## config.mk

```make
export PLATFORM = sky130hd
export DESIGN_NAME = euclidean_rhythm_generator
export DESIGN_NICKNAME = d
export VERILOG_FILES = /design/src/erg_pkg.sv /design/src/erg_round.sv /design/src/erg_place.sv /design/src/euclidean_rhythm_generator.sv
export SDC_FILE = /design/constraint.sdc
export NUM_CORES = 2
export LEC_CHECK = 0
export BUFFER_PORTS_ARGS = -buffer_cell sky130_fd_sc_hd__buf_2
export CAP_MARGIN = 20
export CORE_AREA = 2 2 392 394
export DETAILED_ROUTE_END_ITERATION = 7
export DIE_AREA = 0 0 394 396
export GPL_TIMING_DRIVEN = 1
export PLACE_DENSITY = 0.8
export SYNTH_ARGS = -nofsm -noshare
export SYNTH_HDL_FRONTEND = slang
export SYNTH_SLANG_ARGS = --single-unit
```

## constraint.sdc

```tcl
create_clock -name clk -period 60.9 [get_ports clk]
set_input_delay 0 -clock clk [delete_from_list [all_inputs] [get_ports clk]]
set_output_delay 0 -clock clk [all_outputs]
set_load 0.005 [all_outputs]
```

## src/erg_pkg.sv

```systemverilog
// ----------------------------------------------------------------------------
// erg_pkg
// Shared constants for the Euclidean rhythm generator.
// ----------------------------------------------------------------------------
`default_nettype none
package erg_pkg;
  localparam int STEPS_DEF   = 16;
  localparam int PULSE_W     = 5;
  localparam int PATTERN_W   = 16;
  localparam int IN_TDATA_W  = 8;
  localparam int OUT_TDATA_W = 16;
endpackage
`default_nettype wire

```

## src/erg_round.sv

```systemverilog
// ----------------------------------------------------------------------------
// erg_round
// One registered round of the Bjorklund grouping: pair leading groups with
// remainder groups one to one (the unpaired ones become the remainders), then hold once at most one remainder is left.
// ----------------------------------------------------------------------------
`default_nettype none
module erg_round
  import erg_pkg::*;
#(
  parameter int STEPS = STEPS_DEF,
  parameter int CW    = $clog2(STEPS + 1)
) (
  input  wire logic             clk,
  input  wire logic             rst,
  input  wire logic             en,
  input  wire logic             in_valid,
  input  wire logic             in_done,
  input  wire logic             in_sat,
  input  wire logic [STEPS-1:0] in_lb,
  input  wire logic [CW-1:0]    in_ll,
  input  wire logic [CW-1:0]    in_lc,
  input  wire logic [STEPS-1:0] in_rb,
  input  wire logic [CW-1:0]    in_rl,
  input  wire logic [CW-1:0]    in_rc,
  output logic                  valid,
  output logic                  done,
  output logic                  sat,
  output logic [STEPS-1:0]      lb,
  output logic [CW-1:0]         ll,
  output logic [CW-1:0]         lc,
  output logic [STEPS-1:0]      rb,
  output logic [CW-1:0]         rl,
  output logic [CW-1:0]         rc
);
  logic [2*STEPS-1:0] joined;
  logic               done_next;
  logic [STEPS-1:0]   lb_next, rb_next;
  logic [CW-1:0]      ll_next, lc_next, rl_next, rc_next;

  always_comb begin
    joined    = {{STEPS{1'b0}}, in_rb} << in_ll;
    done_next = in_done;
    lb_next   = in_lb;
    ll_next   = in_ll;
    lc_next   = in_lc;
    rb_next   = in_rb;
    rl_next   = in_rl;
    rc_next   = in_rc;
    if (!in_done) begin
      lb_next = in_lb | joined[STEPS-1:0];
      ll_next = CW'(in_ll + in_rl);
      if (in_lc <= in_rc) begin
        lc_next = in_lc;
        rc_next = CW'(in_rc - in_lc);
      end else begin
        lc_next = in_rc;
        rb_next = in_lb;
        rl_next = in_ll;
        rc_next = CW'(in_lc - in_rc);
      end
      done_next = (rc_next <= CW'(1));
    end
  end

  always_ff @(posedge clk) begin
    if (rst) begin
      valid <= 1'b0;
    end else if (en) begin
      valid <= in_valid;
    end
  end

  always_ff @(posedge clk) begin
    if (en) begin
      done <= done_next;
      sat  <= in_sat;
      lb   <= lb_next;
      ll   <= ll_next;
      lc   <= lc_next;
      rb   <= rb_next;
      rl   <= rl_next;
      rc   <= rc_next;
    end
  end
endmodule
`default_nettype wire

```

## src/erg_place.sv

```systemverilog
// ----------------------------------------------------------------------------
// erg_place
// One registered placement step: lay one group into the rhythm word,
// leading groups first, then remainder groups.
// ----------------------------------------------------------------------------
`default_nettype none
module erg_place
  import erg_pkg::*;
#(
  parameter int STEPS = STEPS_DEF,
  parameter int CW    = $clog2(STEPS + 1)
) (
  input  wire logic             clk,
  input  wire logic             rst,
  input  wire logic             en,
  input  wire logic             in_valid,
  input  wire logic [STEPS-1:0] in_word,
  input  wire logic [CW-1:0]    in_pos,
  input  wire logic [STEPS-1:0] in_lb,
  input  wire logic [CW-1:0]    in_ll,
  input  wire logic [CW-1:0]    in_lc,
  input  wire logic [STEPS-1:0] in_rb,
  input  wire logic [CW-1:0]    in_rl,
  input  wire logic [CW-1:0]    in_rc,
  output logic                  valid,
  output logic [STEPS-1:0]      word,
  output logic [CW-1:0]         pos,
  output logic [STEPS-1:0]      lb,
  output logic [CW-1:0]         ll,
  output logic [CW-1:0]         lc,
  output logic [STEPS-1:0]      rb,
  output logic [CW-1:0]         rl,
  output logic [CW-1:0]         rc
);
  logic [STEPS-1:0]   grp;
  logic [2*STEPS-1:0] shifted;
  logic [STEPS-1:0]   word_next;
  logic [CW-1:0]      pos_next, lc_next, rc_next;

  always_comb begin
    grp       = in_rb;
    pos_next  = in_pos;
    lc_next   = in_lc;
    rc_next   = in_rc;
    if (in_lc != '0) begin
      grp      = in_lb;
      pos_next = CW'(in_pos + in_ll);
      lc_next  = CW'(in_lc - CW'(1));
    end else if (in_rc != '0) begin
      pos_next = CW'(in_pos + in_rl);
      rc_next  = CW'(in_rc - CW'(1));
    end else begin
      grp = '0;
    end
    shifted   = {{STEPS{1'b0}}, grp} << in_pos;
    word_next = in_word | shifted[STEPS-1:0];
  end

  always_ff @(posedge clk) begin
    if (rst) begin
      valid <= 1'b0;
    end else if (en) begin
      valid <= in_valid;
    end
  end

  always_ff @(posedge clk) begin
    if (en) begin
      word <= word_next;
      pos  <= pos_next;
      lb   <= in_lb;
      ll   <= in_ll;
      lc   <= lc_next;
      rb   <= in_rb;
      rl   <= in_rl;
      rc   <= rc_next;
    end
  end
endmodule
`default_nettype wire

```

## src/euclidean_rhythm_generator.sv

```systemverilog
// ----------------------------------------------------------------------------
// euclidean_rhythm_generator
// Spreads a pulse count evenly over STEPS steps and returns the rhythm word.
//
//   channel   dir  payload
//   s_axis    in   tdata[4:0] = pulse_count
//   m_axis    out  tdata[15:0] = pattern
//
// The pipeline is STEPS-1 grouping rounds, then STEPS group placements, one
// register stage each. A new transaction enters every cycle unless stalled.
// Reset empties the pipeline. An output stall freezes every stage at once.
// ----------------------------------------------------------------------------
`default_nettype none
module euclidean_rhythm_generator
  import erg_pkg::*;
#(
  parameter int STEPS = STEPS_DEF
) (
  input  wire logic                   clk,
  input  wire logic                   rst,
  input  wire logic                   s_axis_tvalid,
  output logic                        s_axis_tready,
  input  wire logic [IN_TDATA_W-1:0]  s_axis_tdata,   // [4:0] pulse_count
  output logic                        m_axis_tvalid,
  input  wire logic                   m_axis_tready,
  output logic [OUT_TDATA_W-1:0]      m_axis_tdata    // [15:0] pattern
);
  localparam int CW = $clog2(STEPS + 1);
  localparam int NR = STEPS - 1;

  logic en;
  logic [PULSE_W-1:0] pulse_count;

  logic             r_v [NR+1];
  logic             r_d [NR+1];
  logic             r_s [NR+1];
  logic [STEPS-1:0] r_lb[NR+1];
  logic [CW-1:0]    r_ll[NR+1];
  logic [CW-1:0]    r_lc[NR+1];
  logic [STEPS-1:0] r_rb[NR+1];
  logic [CW-1:0]    r_rl[NR+1];
  logic [CW-1:0]    r_rc[NR+1];

  logic             p_v [STEPS+1];
  logic [STEPS-1:0] p_w [STEPS+1];
  logic [CW-1:0]    p_p [STEPS+1];
  logic [STEPS-1:0] p_lb[STEPS+1];
  logic [CW-1:0]    p_ll[STEPS+1];
  logic [CW-1:0]    p_lc[STEPS+1];
  logic [STEPS-1:0] p_rb[STEPS+1];
  logic [CW-1:0]    p_rl[STEPS+1];
  logic [CW-1:0]    p_rc[STEPS+1];

  assign en            = !m_axis_tvalid || m_axis_tready;
  assign s_axis_tready = en;
  assign pulse_count   = s_axis_tdata[PULSE_W-1:0];

  always_comb begin
    r_v[0]  = s_axis_tvalid;
    r_lb[0] = STEPS'(1);
    r_ll[0] = CW'(1);
    r_rb[0] = '0;
    r_rl[0] = CW'(1);
    r_s[0]  = 1'b0;
    r_d[0]  = 1'b0;
    r_lc[0] = CW'(pulse_count);
    r_rc[0] = CW'(STEPS - int'(pulse_count));
    if (pulse_count == '0) begin
      r_d[0]  = 1'b1;
      r_lc[0] = '0;
      r_rc[0] = '0;
    end else if (int'(pulse_count) >= STEPS) begin
      r_d[0]  = 1'b1;
      r_s[0]  = 1'b1;
      r_lc[0] = '0;
      r_rc[0] = '0;
    end
  end

  for (genvar i = 0; i < NR; i++) begin : g_round
    erg_round #(.STEPS(STEPS), .CW(CW)) u_round (
      .clk(clk), .rst(rst), .en(en),
      .in_valid(r_v[i]), .in_done(r_d[i]), .in_sat(r_s[i]),
      .in_lb(r_lb[i]), .in_ll(r_ll[i]), .in_lc(r_lc[i]),
      .in_rb(r_rb[i]), .in_rl(r_rl[i]), .in_rc(r_rc[i]),
      .valid(r_v[i+1]), .done(r_d[i+1]), .sat(r_s[i+1]),
      .lb(r_lb[i+1]), .ll(r_ll[i+1]), .lc(r_lc[i+1]),
      .rb(r_rb[i+1]), .rl(r_rl[i+1]), .rc(r_rc[i+1])
    );
  end

  assign p_v[0]  = r_v[NR];
  assign p_w[0]  = r_s[NR] ? {STEPS{1'b1}} : '0;
  assign p_p[0]  = '0;
  assign p_lb[0] = r_lb[NR];
  assign p_ll[0] = r_ll[NR];
  assign p_lc[0] = r_lc[NR];
  assign p_rb[0] = r_rb[NR];
  assign p_rl[0] = r_rl[NR];
  assign p_rc[0] = r_rc[NR];

  for (genvar k = 0; k < STEPS; k++) begin : g_place
    erg_place #(.STEPS(STEPS), .CW(CW)) u_place (
      .clk(clk), .rst(rst), .en(en),
      .in_valid(p_v[k]), .in_word(p_w[k]), .in_pos(p_p[k]),
      .in_lb(p_lb[k]), .in_ll(p_ll[k]), .in_lc(p_lc[k]),
      .in_rb(p_rb[k]), .in_rl(p_rl[k]), .in_rc(p_rc[k]),
      .valid(p_v[k+1]), .word(p_w[k+1]), .pos(p_p[k+1]),
      .lb(p_lb[k+1]), .ll(p_ll[k+1]), .lc(p_lc[k+1]),
      .rb(p_rb[k+1]), .rl(p_rl[k+1]), .rc(p_rc[k+1])
    );
  end

  assign m_axis_tvalid = p_v[STEPS];
  assign m_axis_tdata  = OUT_TDATA_W'(p_w[STEPS]);
endmodule
`default_nettype wire

```

# After elaboration in Yosys (flattened, before gate mapping)
# Index checks and enable logic that the tools add are counted.
# Widths: inputs -> output; s select.
totals:
  out_inout_bits: 18
  inputBits: 12
  wordCells: 766
  reg_bits: 1919
classes:
  order_cmp: 30
  n_mux: 271
  addsub: 103
  shifts: 29
  reduce_logical: 36
  bitwise_logic: 29
ops:
  columns: ["op", "n"]
  rows:
  - ["$mux 16", 74]
  - ["$mux 5", 193]
  - ["$or 16x16->16", 29]
  - ["$shl 16x5->16", 29]
  - ["$add 5x5->5", 41]
  - ["$reduce_bool 5->1", 32]
  - ["$sub 5x1->5 const B", 30]
  - ["$sub 5x5->5", 30]
  - ["$le 5x5->1", 15]
  - ["$le 5x1->1 const B", 14]
  - ["$add 5x1->5 const B", 1]
  - ["$ge 5x5->1 const B", 1]
  - ["$logic_not 5->1", 1]
  - ["$sub 5x5->5 const A", 1]
  - ["$mux 1", 3]
  - ["$mux 2", 1]
  - ["$reduce_or 2->1", 1]
  - ["$logic_not 1->1", 1]
  - ["$logic_or 1x1->1", 1]

# Longest topological paths before layout
logic_depth:
  word_depth: 7
  mapped_depth: 19
  ltp_nobuf: 17

# Modules after synthesis
# A second synthesis with hierarchy kept.
unflattened:
  cells_unflattened: 8671
  hier_area_um2: 112002.4
by_module_without_submodules:
  columns: ["module", "area_each_um2", "n_inst", "seq_area_each_um2", "cells_per_inst"]
  rows:
  - ["erg_place", 3746.1, 16, 2212.1, 288]
  - ["erg_round", 3458.3, 15, 1641.6, 269]
  - ["euclidean_rhythm_generator", 190.2, 1, 0.0, 28]

# Worst setup path after synthesis
# OpenSTA, ideal clock, no wires.
synth_path:
  path_kind: "register -> register"
  startpoint: "register g_place[15].u_place.valid"
  endpoint: "register g_place[0].u_place.lb[10] (enable)"
  required_time_ns: 58.054
  setup_ns: 2.846
  n_path_buf: 1
  slack_ns: 9.430
  period_less_slack_ns: 51.470
  stages_incl_launch_ff: 4
  arrival_time_ns: 48.624
  cell_sequence: "dfxtp_1 > nor2b_1 > inv_1 > clkbuf_1"
synth_between:
  elab_chain_len: 2
synth_lines:
  columns: ["item", "line_no", "source"]
  rows:
  - ["start, declared", "erg_place.sv:25", "output logic valid,"]
  - ["start signal, assigned", "erg_place.sv:63", "valid <= in_valid;"]
  - ["$logic_not 1->1", "euclidean_rhythm_generator.sv:54", "assign en = !m_axis_tvalid || m_axis_tready;"]
  - ["$logic_or 1x1->1", "euclidean_rhythm_generator.sv:54", null]
  - ["named net s_axis_tready", "euclidean_rhythm_generator.sv:22", "output logic s_axis_tready,"]
  - ["end signal, assigned", "erg_place.sv:71", "lb <= in_lb;"]
  - ["end, declared", "erg_place.sv:28", "output logic [STEPS-1:0] lb,"]
# The timed path passes the listed nets, and every way through them passes these cells.
# A chain may end at the register's enable or synchronous reset.

# Worst setup path after layout
layout_path:
  startpoint: "register g_place[15].u_place.valid"
  endpoint: "register g_place[5].u_place.word[15] (enable)"
layout_between:
  elab_chain_len: 2
layout_lines:
  columns: ["item", "line_no", "source"]
  rows:
  - ["$logic_not 1->1", "euclidean_rhythm_generator.sv:54", null]
  - ["$logic_or 1x1->1", "euclidean_rhythm_generator.sv:54", null]
  - ["end signal, assigned", "erg_place.sv:69", "word <= word_next;"]
  - ["end, declared", "erg_place.sv:26", "output logic [STEPS-1:0] word,"]
# Every way passes these cells.

==> flow_summary.ini <==
[status]
status = finished clean

[clock_tree]
clock_latency_ps = 820
clock-sinks = 1809
clk_pin_slew_worst_paths_ps = 60
clock-root-buffer = clkbuf_16
clock_path_buffers = 3
cts_setup_buffers = 0
cts_made_buffers = 183
tritoncts = yes
cts_max_level = 4

[timing]
period_share_pct = 9.81
slew_viol_final = 0
hold_slack_ps = 205
finalSetupViolations = 0
fin_skew_ps = 20.3
tightestPinTransition_ps = 1080
setup_tns_ps = 0
hold_viol = 0
rsz0062_at_grt = false
max_slew_margin_pct = 27.8
post-route-min-period_ps = 5980
fmax_mhz = 167

[worst_setup_path]
crit_start = g_place[15].u_place.valid$_SDFFE_PP0P_
path_buf_inv = 6
cp_max_fo = 193
critPathMaxStageDelay_ps = 920
path_cells = nor2b_2 > inv_8 > buf_4 > buf_4 > buf_4 > buf_12 > buf_4
cp-start-kind = flop
path_delay_family = buffers and inverters
crit_path_frequent_cell = buf_4
arrival_ps = 6400
r2r-start = g_place[15].u_place.valid$_SDFFE_PP0P_
critPathCaptureType = flop
required_ps = 61320
rr_worst_depth = 7
worstSetupPathType = flop to flop
crit_path_top_delay_cell = buf_4
reg2reg_to = g_place[5].u_place.word[15]$_DFFE_PP_
r2r_setup_slack_ps = 54930

[synth]
synth-seq-cells = 1809
syn_area_mm2 = 0.0967
synth_cells = 7996
yosys.cell_types.count = 79
synthArstFlopShare_pct = 0
synth-seq-area-share_pct = 55.9
synth_ff_type = edfxtp_1
avgSynthCellArea_um2 = 12.1
yosys_warnings = 0
syn-num-nets = 8407
synth-edff-count = 1778

[layout]
final_cell_mix = edfxtp_1 (1778), nand2_1 (750), inv_1 (481)
nFillCells = 10500
fin_nets = 8302
drive_gt1_share_pct = 10.7
multiInputGateArea_mm2 = 0.0394
diodes = 0
area_growth_pct = 8.21
final_common_cell = edfxtp_1
seqCellArea_mm2 = 0.0540

[power]
irDropWorstVdd_v = 0.0000375
p_leak_uw = 0.0423
power_density_mw_per_mm2 = 60.9

[global_routing]
grt_first_pass_wirelength_mm = 346
grt_remaining_overflow = 0
top_usage_layer = met2
antenna_found_initial = 1
met2_usage_pct = 47.3
grt_pass1_vias = 62100
grt_max_degree = 194
use_met3_pct = 3.61
track_usage_pct = 28.0
globalRouteMet1Util_pct = 37.5

[floorplanning]
rows = 143
die_w_um = 394
start_util_pct = 63.8
io_pins = 30
core_mm2 = 0.152
dieHeight_um = 396
die_area_mm2 = 0.156

[detailed_routing]
antenna_left = 0
viasPerCell = 6.33
dr.pass1.iters = 6
wl_mm = 221
vias = 63800
drt-initial-drc-count = 6895
drc = 0
wl_per_cell_um = 21.9

[min_path]
worstHoldStart = s_axis_tdata[0]
hold_depth = 4
min_to = g_round[0].u_round.lc[0]$_DFFE_PP_
min_path_type = input port to flop

[placed_design]
hpwlAfterDp_mm = 159
portBuffers = 26
gp_congestion = 0.959

[job]
drv_cap = 0
## metal layers
layer	routed length, µm	part of all wire, %
met5	13	0.0059
met4	7060	3.2
met3	14400	6.5
met2	108000	49
met1	90600	41
## registers in the layout (all words and copies together), names as in the netlist
| signal | count |
|---|---|
| g_round.u_round.lb | 190 |
| g_place.u_place.rb | 240 |
| g_place.u_place.lc | 75 |
| g_round.u_round.ll | 69 |
| g_round.u_round.sat | 15 |
| g_place.u_place.pos | 75 |
| g_place.u_place.valid | 16 |
| g_place.u_place.rl | 70 |
| g_round.u_round.valid | 15 |
| g_place.u_place.ll | 70 |
| g_place.u_place.rc | 75 |
| g_round.u_round.done | 14 |
| g_place.u_place.lb | 225 |
| g_place.u_place.word | 256 |
| g_round.u_round.lc | 75 |
| g_round.u_round.rc | 75 |
| g_round.u_round.rb | 190 |
| g_round.u_round.rl | 64 |
## timing repair
item,in CTS,in global routing
setup endpoints to repair,0,0
gates resized for setup,0,0
hold endpoints to repair,42,0
hold buffers,15,0
## tightest hold or removal path: stages
cell and delay (ps):
dlygate4sd3_1 530, buf_2 130, inv_1 80, nor2_1 80
## how the worst max path moves through the flow
stage | depth (start not counted) | endpoint | slack, ps
after floorplan | 3 | g_place[0].u_place.lb[10]$_DFFE_PP_ | 9430
after global placement | 7 | g_place[8].u_place.pos[1]$_DFFE_PP_ | 54960
after detailed placement | 7 | g_place[8].u_place.pos[1]$_DFFE_PP_ | 54800
after CTS | 7 | g_place[7].u_place.rb[14]$_DFFE_PP_ | 54780
after global routing | 7 | g_place[5].u_place.lb[2]$_DFFE_PP_ | 54390
final | 7 | g_place[5].u_place.word[15]$_DFFE_PP_ | 54930
## metrics by stage
| stage | util, % | cell area, µm² | setup WS [ps] | instances | total power (µW) |
|---|---|---|---|---|---|
| 6_report | 69.0 | 105000 | 54930 | 10100 | 6370 |
| 2_1_floorplan | - | 96700 | 9430 | 7996 | 4400 |
| 4_1_cts | 69.0 | 105000 | 54780 | 10100 | 6340 |
| 3_3_place_gp | 65.0 | 98500 | 54960 | 9717 | 5110 |
| 5_1_grt | 69.0 | 105000 | 54390 | 10100 | 6770 |
| 3_5_place_dp | 65.0 | 98500 | 54800 | 9717 | 5200 |
## cells by family (layout without fill, tap and decap cells)
family	after synthesis	in the layout	synth area share (%)
AO/OA/AOI/OAI	1959	1959	13.3
AND/OR/NAND/NOR	1888	1888	9.26
flip-flops	1809	1809	55.9
buffers and inverters	908	955	3.55
multiplexers	781	781	10.1
adder cells (fa/ha/maj)	399	399	5.71
XOR/XNOR	251	251	2.27
other	1	1	0.00388
## cell usage after synthesis (all sizes together) (20+ instances only)
cell type,count,area (µm²)
o211ai,64,480
buf,62,251
nor2b,90,563
nor3,87,435
a21o,319,2390
a31oi,59,369
inv,486,1820
or3,49,307
o21bai,87,653
or2,25,156
nor2,352,1320
a211oi,133,998
or4b,29,294
ha,329,4120
o22ai,67,419
nand3,199,996
o21a,27,203
nand2b,60,375
nor4b,20,225
o31ai,24,180
a21oi,476,2380
and2,139,870
a22o,26,228
o21ai,390,1950
dfxtp,31,621
xor2,129,1130
xnor2,122,1070
edfxtp,1778,53400
and3,50,313
nand2,750,2820
mux2i,372,3720
fa,70,1400
mux4,126,2840
clkbuf,342,1280
a221o,34,340
mux2,283,3190
a211o,33,289
a22oi,25,188
## area by class of cell
| class | instances | area share, % |
|---|---|---|
| sequential | 1809 | 51.6 |
| multi-input combinational | 5279 | 37.6 |
| clock buffer | 226 | 4.63 |
| tap | 2030 | 2.43 |
| inverter | 504 | 1.82 |
| clock inverter | 111 | 1.01 |
| timing repair buffer | 114 | 0.840 |
## power by group
group          switching, µW  internal, µW
Combinational           1430          1150
Sequential               602          2070
Clock                    469           638
No activity file was read; power rests on OpenSTA's default activity.
